`config.mk`:
```
export PLATFORM = sky130hd
export DESIGN_NAME = mheap_ctrl
export DESIGN_NICKNAME = d
export VERILOG_FILES = /design/src/rtl/core/mheap_pkg.sv /design/src/rtl/core/mheap_ctrl.sv
export SDC_FILE = /design/constraint.sdc
export NUM_CORES = 1
export LEC_CHECK = 0
export ABC_AREA = 1
export BUFFER_PORTS_ARGS = -buffer_cell sky130_fd_sc_hd__buf_2
export CORE_AREA = 8 8 45 47
export CTS_CLUSTER_SIZE = 20
export DETAILED_ROUTE_END_ITERATION = 7
export DIE_AREA = 0 0 53 55
export SYNTH_ARGS = -nofsm -noshare
export SYNTH_HDL_FRONTEND = slang
export SYNTH_SLANG_ARGS = --single-unit
```
`constraint.sdc`:
```
create_clock -name clock -period 1.5 [get_ports clock]
set_input_delay 0.15 -clock clock [delete_from_list [all_inputs] [get_ports clock]]
set_output_delay 0.15 -clock clock [all_outputs]
set_load 0.1 [all_outputs]
```
`src/rtl/core/mheap_pkg.sv`:
```
package mheap_pkg;

   localparam int CAPACITY = 512;
   localparam int ADDR_W   = $clog2(CAPACITY);
   localparam int CNT_W    = $clog2(CAPACITY + 1);

   localparam int KIND_W   = 2;
   localparam int KEY_W    = 8;
   localparam int VALUE_W  = 32;
   localparam int STATUS_W = 2;
   localparam int COUNT_W  = 10;

   localparam logic [KIND_W-1:0] OP_INSERT  = 2'd0;
   localparam logic [KIND_W-1:0] OP_EXTRACT = 2'd1;
   localparam logic [KIND_W-1:0] OP_PEEK    = 2'd2;

   localparam logic [STATUS_W-1:0] ST_OK    = 2'd0;
   localparam logic [STATUS_W-1:0] ST_FULL  = 2'd1;
   localparam logic [STATUS_W-1:0] ST_EMPTY = 2'd2;

   localparam int CMD_W = 4;
   localparam logic [CMD_W-1:0] CMD_NONE      = 4'd0;
   localparam logic [CMD_W-1:0] CMD_ACC_INS   = 4'd1;
   localparam logic [CMD_W-1:0] CMD_ACC_FULL  = 4'd2;
   localparam logic [CMD_W-1:0] CMD_ACC_EMPTY = 4'd3;
   localparam logic [CMD_W-1:0] CMD_ACC_OK    = 4'd4;
   localparam logic [CMD_W-1:0] CMD_UP_RD     = 4'd5;
   localparam logic [CMD_W-1:0] CMD_UP_MOVE   = 4'd6;
   localparam logic [CMD_W-1:0] CMD_PUT       = 4'd7;
   localparam logic [CMD_W-1:0] CMD_PK_LD     = 4'd8;
   localparam logic [CMD_W-1:0] CMD_EX_LD     = 4'd9;
   localparam logic [CMD_W-1:0] CMD_DN_RD     = 4'd10;
   localparam logic [CMD_W-1:0] CMD_DN_MOVE   = 4'd11;
   localparam logic [CMD_W-1:0] CMD_PUBLISH   = 4'd12;

   typedef struct packed {
      logic [KIND_W-1:0]  kind;
      logic [KEY_W-1:0]   key;
      logic [VALUE_W-1:0] value;
   } req_type;

   typedef struct packed {
      logic [STATUS_W-1:0] status;
      logic [KEY_W-1:0]    out_key;
      logic [VALUE_W-1:0]  out_value;
      logic [COUNT_W-1:0]  count;
   } rsp_type;

   typedef struct packed {
      logic [KEY_W-1:0]   key;
      logic [VALUE_W-1:0] value;
   } entry_type;

   typedef struct packed {
      logic [CMD_W-1:0] op;
   } ctrl_type;

   typedef struct packed {
      logic full;
      logic empty;
      logic cnt_one;
      logic at_root;
      logic left_out;
      logic up_less;
      logic dn_less;
   } stat_type;

endpackage

```
`src/rtl/core/mheap_ctrl.sv`:
```
module mheap_ctrl (
   input  logic                           clock,
   input  logic                           reset,
   input  logic                           req_valid,
   input  logic [mheap_pkg::KIND_W-1:0]   req_kind,
   output logic                           req_stall,
   output logic                           rsp_valid,
   input  logic                           rsp_stall,
   input  mheap_pkg::stat_type            stat,
   output mheap_pkg::ctrl_type            ctrl
);

   localparam logic [2:0] S_IDLE   = 3'd0;
   localparam logic [2:0] S_UP_CHK = 3'd1;
   localparam logic [2:0] S_UP_CMP = 3'd2;
   localparam logic [2:0] S_PK     = 3'd3;
   localparam logic [2:0] S_EX     = 3'd4;
   localparam logic [2:0] S_DN_CHK = 3'd5;
   localparam logic [2:0] S_DN_CMP = 3'd6;
   localparam logic [2:0] S_FIN    = 3'd7;

   logic [2:0] state_ff, state_in;
   logic       rsp_valid_ff, rsp_valid_in;

   assign req_stall = state_ff != S_IDLE;
   assign rsp_valid = rsp_valid_ff;

   always_comb begin
      state_in     = state_ff;
      ctrl.op      = mheap_pkg::CMD_NONE;
      rsp_valid_in = rsp_valid_ff && rsp_stall;
      unique case (state_ff)
         S_IDLE: begin
            if (req_valid) begin
               unique case (req_kind) inside
                  mheap_pkg::OP_INSERT: begin
                     if (stat.full) begin
                        ctrl.op  = mheap_pkg::CMD_ACC_FULL;
                        state_in = S_FIN;
                     end else begin
                        ctrl.op  = mheap_pkg::CMD_ACC_INS;
                        state_in = S_UP_CHK;
                     end
                  end
                  mheap_pkg::OP_EXTRACT, mheap_pkg::OP_PEEK: begin
                     if (stat.empty) begin
                        ctrl.op  = mheap_pkg::CMD_ACC_EMPTY;
                        state_in = S_FIN;
                     end else begin
                        ctrl.op  = mheap_pkg::CMD_ACC_OK;
                        state_in = (req_kind == mheap_pkg::OP_EXTRACT) ? S_EX : S_PK;
                     end
                  end
                  default: begin
                     ctrl.op  = mheap_pkg::CMD_ACC_OK;
                     state_in = S_FIN;
                  end
               endcase
            end
         end
         S_UP_CHK: begin
            if (stat.at_root) begin
               ctrl.op  = mheap_pkg::CMD_PUT;
               state_in = S_FIN;
            end else begin
               ctrl.op  = mheap_pkg::CMD_UP_RD;
               state_in = S_UP_CMP;
            end
         end
         S_UP_CMP: begin
            if (stat.up_less) begin
               ctrl.op  = mheap_pkg::CMD_UP_MOVE;
               state_in = S_UP_CHK;
            end else begin
               ctrl.op  = mheap_pkg::CMD_PUT;
               state_in = S_FIN;
            end
         end
         S_PK: begin
            ctrl.op  = mheap_pkg::CMD_PK_LD;
            state_in = S_FIN;
         end
         S_EX: begin
            ctrl.op  = mheap_pkg::CMD_EX_LD;
            state_in = stat.cnt_one ? S_FIN : S_DN_CHK;
         end
         S_DN_CHK: begin
            if (stat.left_out) begin
               ctrl.op  = mheap_pkg::CMD_PUT;
               state_in = S_FIN;
            end else begin
               ctrl.op  = mheap_pkg::CMD_DN_RD;
               state_in = S_DN_CMP;
            end
         end
         S_DN_CMP: begin
            if (stat.dn_less) begin
               ctrl.op  = mheap_pkg::CMD_DN_MOVE;
               state_in = S_DN_CHK;
            end else begin
               ctrl.op  = mheap_pkg::CMD_PUT;
               state_in = S_FIN;
            end
         end
         S_FIN: begin
            if (!rsp_valid_ff || !rsp_stall) begin
               ctrl.op      = mheap_pkg::CMD_PUBLISH;
               rsp_valid_in = 1'b1;
               state_in     = S_IDLE;
            end
         end
         default: begin
            state_in = S_IDLE;
         end
      endcase
   end

   always_ff @(posedge clock) begin
      if (reset) begin
         state_ff     <= S_IDLE;
         rsp_valid_ff <= 1'b0;
      end else begin
         state_ff     <= state_in;
         rsp_valid_ff <= rsp_valid_in;
      end
   end

endmodule

```
* After elaboration in Yosys (flattened, before gate mapping)
Index checks and enable logic that the tools add are counted.
** Operators by class
- Muxes and demuxes :: 24
- Equality and inequality tests :: 11
- Reductions and logical operators :: 9
** Operators with widths (number)
- 4-bit one-hot mux with 8 select lines :: 1
- 3-bit 2-to-1 mux :: 8
- 3-bit one-hot mux with 8 select lines :: 1
- 4-bit 2-to-1 mux :: 4
- 3-bit == test, second input constant :: 4
- 2-bit 2-to-1 mux :: 4
- 4-bit one-hot mux with 2 select lines :: 1
- 3-bit by 2-bit == test with 1-bit output, second input constant :: 2
- 3-bit one-hot mux with 2 select lines :: 1
- 1-bit 2-to-1 mux :: 4
- 2-bit inequality test, second input constant :: 2
- 3-bit by 1-bit == test with 1-bit output, second input constant :: 1
- 3-bit logical NOT :: 1
- 3-bit nonzero test :: 1
- 2-bit by 1-bit == test with 1-bit output, second input constant :: 1
- 2-bit == test, second input constant :: 1
- 1-bit logical NOT :: 2
- 2-bit logical NOT :: 1
- 2-bit AND reduction :: 1
- 2-bit OR reduction :: 1
- 1-bit logical AND :: 1
- 1-bit logical OR :: 1
** Word-level totals
- Bits in registers :: 4
- Input port bits :: 13
- Logic and storage cells :: 46
- Output and inout port bits :: 6

* Logic depth before layout (Yosys ltp)
Gate-level depths: netlist of the first run.
- Depth in word-level cells :: 6
- Mapped depth :: 8
- Gate-level depth less buffers :: 8

* Worst setup path after synthesis of the first run
Ideal clock, no wire load.
- Path type :: register -> output
- Start :: reg state_ff[2]
- End :: out ctrl[1] (netlist bit)
- Cell stages (with the launch flop) :: 3
- Setup slack :: -1264 ps
- Required time :: 1350 ps
- Arrival time :: 2614 ps
- Path through :: dfxtp_1 nor2_1 o21ai_0
** RTL lines
- start, declared :: RTL line mheap_ctrl.sv:22 : logic [2:0] state_ff, state_in;
- start signal, assigned :: RTL line mheap_ctrl.sv:123 : state_ff <= state_in;
- end, declared :: RTL line mheap_ctrl.sv:10 : output mheap_pkg::ctrl_type ctrl

==> results of run 1 <==
[timing repair]
action | CTS | global route
buffers inserted | 5 | 3
pin swaps | 7 | 5
endpoints found under the setup margin | 4 | 5
gates resized for setup | 17 | 6
[cell usage after synthesis]
cell type	count	area (um2)
ha_1	4	50.1
o21ai_0	5	25.0
buf_6	1	11.3
nand2_2	2	12.5
a21boi_0	1	7.51
a21oi_1	6	30.0
or2_1	1	6.26
dfxtp_1	4	80.1
and3_1	1	6.26
o21ai_1	1	5.00
o21a_1	1	7.51
o2111ai_1	1	8.76
clkinv_2	1	5.00
nand4_1	5	31.3
nor3_1	2	10.0
nand2_1	18	67.6
nor2_2	1	6.26
inv_1	13	48.8
nor2_1	5	18.8
inv_2	2	7.51
nand3_1	5	25.0
a31oi_1	2	12.5
o211ai_1	2	15.0
[stage by stage]
stage          worst slack, ps  setup TNS (ps)  hold WS (ps)
2_1_floorplan             -628           -1700           209
4_1_cts                  -31.3           -46.3          88.9
3_3_place_gp              30.8               0           334
5_1_grt                   -163            -488          97.3
3_5_place_dp              50.2               0           335
6_report                 -63.6            -159          90.0
[worst reg2reg max path: stages, from the launching register on]
cell	delay, ps
dfxtp_4	350
inv_6	80
nand2_4	70
nor2_4	150
buf_4	140
buf_6	100
nand4_1	90
nand2_1	100
a21oi_1	60
[layer usage]
| layer | vias to the layer above | GRT usage (%) | routed length, um |
|---|---|---|---|
| met5 | - | 0 | 0 |
| met4 | 0 | 2.59 | 0 |
| li1 | 345 | - | - |
| met1 | 317 | 14.6 | 682 |
| met2 | 14 | 23.2 | 919 |
| met3 | 0 | 2.94 | 90 |
[worst max-delay path by stage]
| stage | startpoint | to | cells after the start |
|---|---|---|---|
| after floorplan | state_ff[0] | ctrl[3] | 4 |
| after global placement | state_ff[0] | ctrl[2] | 6 |
| after detailed placement | state_ff[0] | ctrl[2] | 6 |
| after CTS | state_ff[1] | ctrl[2] | 6 |
| after global routing | state_ff[0] | ctrl[0] | 6 |
| final | state_ff[0] | ctrl[0] | 6 |
[registers in the layout, indices dropped and copies added, names as in the netlist]
name,count
rsp_valid,1
state_ff,3
[area by class of cell]
type / instances / area share (%)
flip-flops and latches: 4 / 10.7
repair buffers: 28 / 29.0
well taps: 16 / 2.26
inverters: 16 / 7.92
clock buffers: 4 / 2.97
multi-input cells: 63 / 47.1
[kinds of logic (layout without fill, tap and decap cells)]
family / after synthesis / count (layout)
AOI/OAI and AO/OA: 19 / 19
adders and majority gates: 4 / 4
buffers and inverters: 17 / 48
DFF: 4 / 4
and+or+nand+nor: 40 / 40
==> results.md, run 1 <==
- Sink Count: 4
- Clock Skew: approximately 7.7 ps
- CP Cell Sequence: buf_6 -> nor2_4 -> nand2_2 -> o21a_1 -> nand4_1 -> buf_12
- Synthesized area per cell: about 5.9 um2
- Core area: 0.00138 mm2
- Violated checks: negative setup slack
- Worst path bufs/invs: 2
- Final Max Tran Viols: 0
- Pin count of the biggest net entering global routing: 9
- Final wirelength: 1690 um
- Drt initial violations: 11
- Clk_lat worst skew: roughly 240 ps
- Synth cell types: 23
- Critical Path Max Stage Delay: 360 ps
- Rows: 14
- Fin crit period: about 1600 ps
- Worst Tran Pin Value: 488 ps
- Most frequent cells in the layout: nand2_1 (15), buf_2 (13), inv_1 (12), buf_4 (7), a21oi_1 (6)
- CP startpoint kind: flip-flop
- Area after DPL: 726 um2
- Initial Util: roughly 36%
- Largest delay share family, worst path: flip-flops
- First-pass GRT wire length: about 2900 um
- RD Place Congestion: roughly 0.76
- Initial antenna violation count: 0
- Post-Synth Adder-Cell Area: about a tenth
- Flop2flop setup slack: ~260 ps
- Cts bufs inserted: 3
- Vias post-DR: 676
- Synthesis-to-finish area growth: 77.6%
- Synthesized flop and latch total: 4
- Worst path required time: 1350 ps
- GRT Residual Overflow: 0
- # hold bufs at CTS: 0
- Mapped Cells: 84
- Fin nets: roughly 130
- Port Buffer Count: 18
- Placed cells: 120
- Worst setup EP type: output port
- Status: complete, but fails checks
- Max FO, Critical Path: 4
- HPWL after DPL: roughly 1200 um
- Hold Fails Final Rpt: 0
- Commonest non-fill, non-tap cell in the layout: nand2_1
- Max cap viols: 0
- Largest family of logic cells by synthesized area: simple AND/OR/NAND/NOR gates
- WS Path Type: flip-flop to output port
- R2R Path End: state_ff[0]
- Sequential area share after synthesis: between 15 and 20%
- CP max stage cell: dfxtp_4
- Hold WC Path Type: input pin to flip-flop
- Die Ht: between 50 and 60 um
- DRC Markers: 0
- Drt via density: 5.16
- WL per Instance: 12.9 um
- Antenna-violating nets left: 0
- Mux contribution to synthesized area: 0%
- Max clock buf depth: 2
- Syn. warnings: 0
- Fill cells: between 100 and 150
- Final setup vio count: 4
- Fmax: 640 MHz
- Die area: 0.00292 mm2
- Top-Level Pins: 19
- Worst Hold Depth: 2
- RSZ-0062 raised after global routing: yes
- Reg-to-Reg Start: state_ff[1]
- Reg area: 95.1 um2
- Tcrit/Tclk final: 104%
- ANT cells: 0
- Total GRT Usage: 12.7%
- Simple-gate area share of the yosys netlist: 36.9%
- H-Tree Level Count: 1
- Max-Slew Margin vs Limit: around 68%
- Crit path DAT: about 1400 ps
- Post-synth design cell area: roughly 500 um2
- Final setup margin: -63.6 ps
- Xor-xnor portion of the synthesized cell area: 0%
- Multi-input gate area: roughly 420 um2
- Die Width: about 53 um
- DR pass1 iterations: 4
- CTS tree: done
- Reg2Reg Depth: 8
- Endpoint, Worst Hold: rsp_valid
- Hold path start: reset
- Synth Area in Compound Gates: 22.4%
- Layout cell share with drive strength beyond 1: 46.1%
- Final Cell Area: about 880 um2
- Clock-pin transition on the worst setup and hold timing paths: approximately 40 ps
- Syn Nets: slightly above 100
- Vias in the first global route: roughly 660
- Final Non-Filler Cells: about 130
- Root buf cell: clkbuf_4
- Util after Layout: 63.9%
Power of run 1 is not shown: default switching activity piles up to over one toggle a cycle in this logic, so the estimate is an artifact.
==> run 2, diff against run 1 <==
Settings changed: ABC_AREA 1 to not set, CELL_PAD_IN_SITES_DETAIL_PLACEMENT set to 0, CELL_PAD_IN_SITES_GLOBAL_PLACEMENT set to 1, CORE_AREA 8 8 45 47 to not set, CORE_MARGIN set to 8, CORE_UTILIZATION set to 30, DIE_AREA 0 0 53 55 to not set, PLACE_DENSITY_LB_ADDON set to 0.1.
==> results.md, run 2 <==
- Fmax: 634 MHz (-0.93%)
- Most used DFF post-synth: dfxtp_1
- Die Width: 55.2 um (+4.2%)
- Die area: 0.00305 mm2 (+4.6%)
- GRT busiest layer: met2
- Critical Path Max Stage Delay: 400 ps (+40 ps)
- Worst Hold Depth: 2 (unchanged)
- RSZ-0062 raised after global routing: yes
- Die Ht: 55.2 um (+0.42%)
- Met3 usage: 4.11% (+1.2 points)
- Clock-pin transition on the worst setup and hold timing paths: 40 ps (about the same)
- Clk_lat worst skew: 240 ps (about the same)
- Layout cell share with drive strength beyond 1: 54.6% (+8.6 points)
- CTS tree: done
- Max clock buf depth: 2 (unchanged)
- Pin count of the biggest net entering global routing: 10 (+1)
- DR pass1 iterations: 4 (unchanged)
- Final setup margin: -78.4 ps (-14.7 ps)
- Final Max Tran Viols: 0 (unchanged)
- Initial antenna violation count: 0 (unchanged)
- Top-area cell type share of the netlist area: 17.3% (+1.3 points)
- Worst Tran Pin Value: 490 ps (+1.19 ps)
- Vias post-DR: 600 (-11%)
- Most frequent cells in the layout: buf_4 (12), buf_2 (12), nand2_1 (7), buf_12 (5)
- Root buf cell: clkbuf_4
- Violated checks: negative setup slack
- Max cap viols: 0 (unchanged)
- ANT cells: 0 (unchanged)
- Lkg Pwr: roughly 0.00036 uW
- Worst setup EP type: output port
- Post-Synth Adder-Cell Area: 10.8% (+0.79 points)
- Synthesized flop and latch total: 4 (unchanged)
- Final Non-Filler Cells: 113 (-14%)
- Synth cell types: 27 (+17%)
- Hold Fails Final Rpt: 0 (unchanged)
- Sink Count: 4 (unchanged)
- GR met1 Demand/Resource: 11.4% (-3.2 points)
- Worst VDD drop: 1.19 mV
- Total GRT Usage: 9.75% (-2.9 points)
- Most common cell in the synthesized netlist: nand2_1
- Mapped Cells: 67 (-20%)
- Port Buffer Count: 18 (unchanged)
- Met2 global-route usage: 15.7% (-7.5 points)
- # hold bufs at CTS: 0 (unchanged)
- Worst path required time: 1350 ps (about the same)
- Top area cells in the synthesized netlist: dfxtp_1 (17%), ha_1 (11%), a21oi_1 (6.5%)
- Core area: 0.00147 mm2 (+6.3%)
- CP startpoint kind: flip-flop
- Initial Util: 31.4% (-4.6 points)
- Hold WC Path Type: input pin to flip-flop
- WS Path Type: flip-flop to output port
- Largest family of logic cells by synthesized area: compound AO/OA/AOI/OAI gates
- H-Tree Level Count: 1 (unchanged)
- Xor-xnor portion of the synthesized cell area: 0% (unchanged)
- Clock Skew: 6.99 ps (-0.746 ps)
- Syn Nets: 84 (-17%)
- Drt via density: 5.31 (+2.9%)
- Simple-gate area share of the yosys netlist: 27.9% (-9.0 points)
- Antenna-violating nets left: 0 (unchanged)
- GRT Residual Overflow: 0 (unchanged)
- Cts bufs inserted: 3 (unchanged)
- DRC Markers: 0 (unchanged)
- Synthesized area per cell: 6.89 um2 (+16%)
- Syn. warnings: 0 (unchanged)
- Mux contribution to synthesized area: 2.44% (+2.4 points)
- Placed cells: 108 (-10%)
- Top post-synthesis cells by count: nand2_1 (8), a21oi_1 (6), inv_1 (5)
- Vias in the first global route: 620 (-6.2%)
- Crit path DAT: 1430 ps (+20 ps)
- Fin nets: 116 (-13%)
- HPWL after DPL: 1250 um (+7.6%)
- Max reg flops: 3 (unchanged)
- Rows: 14 (unchanged)
- Top-Level Pins: 19 (unchanged)
- Tcrit/Tclk final: 105% (+0.98 points)
- CP max stage cell: or3_4
- First-pass GRT wire length: 2590 um (-10%)
- Util after Layout: 60.5% (-3.5 points)
- Final setup vio count: 3 (-1)
- Ys async rst share: 0% (unchanged)
- RD Place Congestion: 0.791 (+4.1%)
- Total negative slack: -201 ps (-42.8 ps)
- PwrDens: ~2100 mW/mm2
- Max-Slew Margin vs Limit: 67.6% (-0.079 points)
- Final wirelength: 1450 um (-15%)
- Reg2Reg Depth: 4 (-4)
- CP Cell Sequence: or3_4 -> o211ai_1 -> o21ai_4 -> buf_12
- Pre-CTS WS: -136 ps (-187 ps)
- Area leader, netlist: dfxtp_1
- Drt initial violations: 20 (+9)
- Synthesis-to-finish area growth: 92.7%
- WL per Instance: 12.8 um (-1.1%)
- Sequential area share after synthesis: 17.3% (+1.3 points)
- EDFF count, synth: 0 (unchanged)
- Max FO, Critical Path: 5 (+1)
- Most flop-heavy register: state_ff
- Fin crit period: 1580 ps (+14.7 ps)
- Status: complete, but fails checks
- Synth Area in Compound Gates: 35.0% (+13 points)
- Post-synth design cell area: 462 um2 (-7.3%)
## run 2: cell type report
cell class                      instances  area, um2
Clock buffer                            3       22.5
Fill cell                             145        582
Inverter                                5       18.8
Multi-Input combinational cell         55        474
Sequential cell                         4       92.6
Tap cell                               16       20.0
Timing Repair Buffer                   30        262
## run 2: timing repair
item,4_1_cts,5_1_grt
endpoints found under the setup margin,3,5
setup buffers,1,1
resized for setup,3,4
pin swaps,3,1
## run 2: critical path: cells and delay by family, from the launching register on
| kind | cells | cell delay [ps] |
|---|---|---|
| AND/OR/NAND/NOR | 1 | 400 |
| flip-flops | 1 | 360 |
| buffers and inverters | 1 | 180 |
| AO/OA/AOI/OAI | 2 | 260 |
## run 2: stage by stage
step / instance area, um2 / hold WS, ps / power, uW
final: 890 / 107 / 1870
after global routing: 890 / 111 / 1980
after CTS: 875 / 100 / 1860
after detailed placement: 827 / 353 / 1690
after global placement: 827 / 348 / 1690
after floorplan: 591 / 209 / 1190
## run 2: final timing paths
path	from	end	slack [ps]
worst max-delay path	state_ff[0]	ctrl[0]	-80
worst min-delay path	reset	rsp_valid	110
worst max register to register	state_ff[0]	state_ff[0]	30
worst min register to register	rsp_valid	rsp_valid	560
## run 2: cells by family after synthesis
logic type / Yosys count
flip-flops: 4
buffers and inverters: 8
multiplexers: 1
adder cells (fa/ha/maj): 4
AO/OA/AOI/OAI: 25
AND/OR/NAND/NOR: 25
## run 2: report_power, final
group	internal [uW]	switching [uW]
clock	89.3	42.7
combinational	609	932
sequential	147	49.5
## run 2: routing by layer
metal / up-vias / part of all wire, %
li1: 311 / -
met1: 268 / 47
met2: 21 / 48
met3: 0 / 5.3
met4: 0 / 0
met5: - / 0
Power figures use the tool's default switching activity.
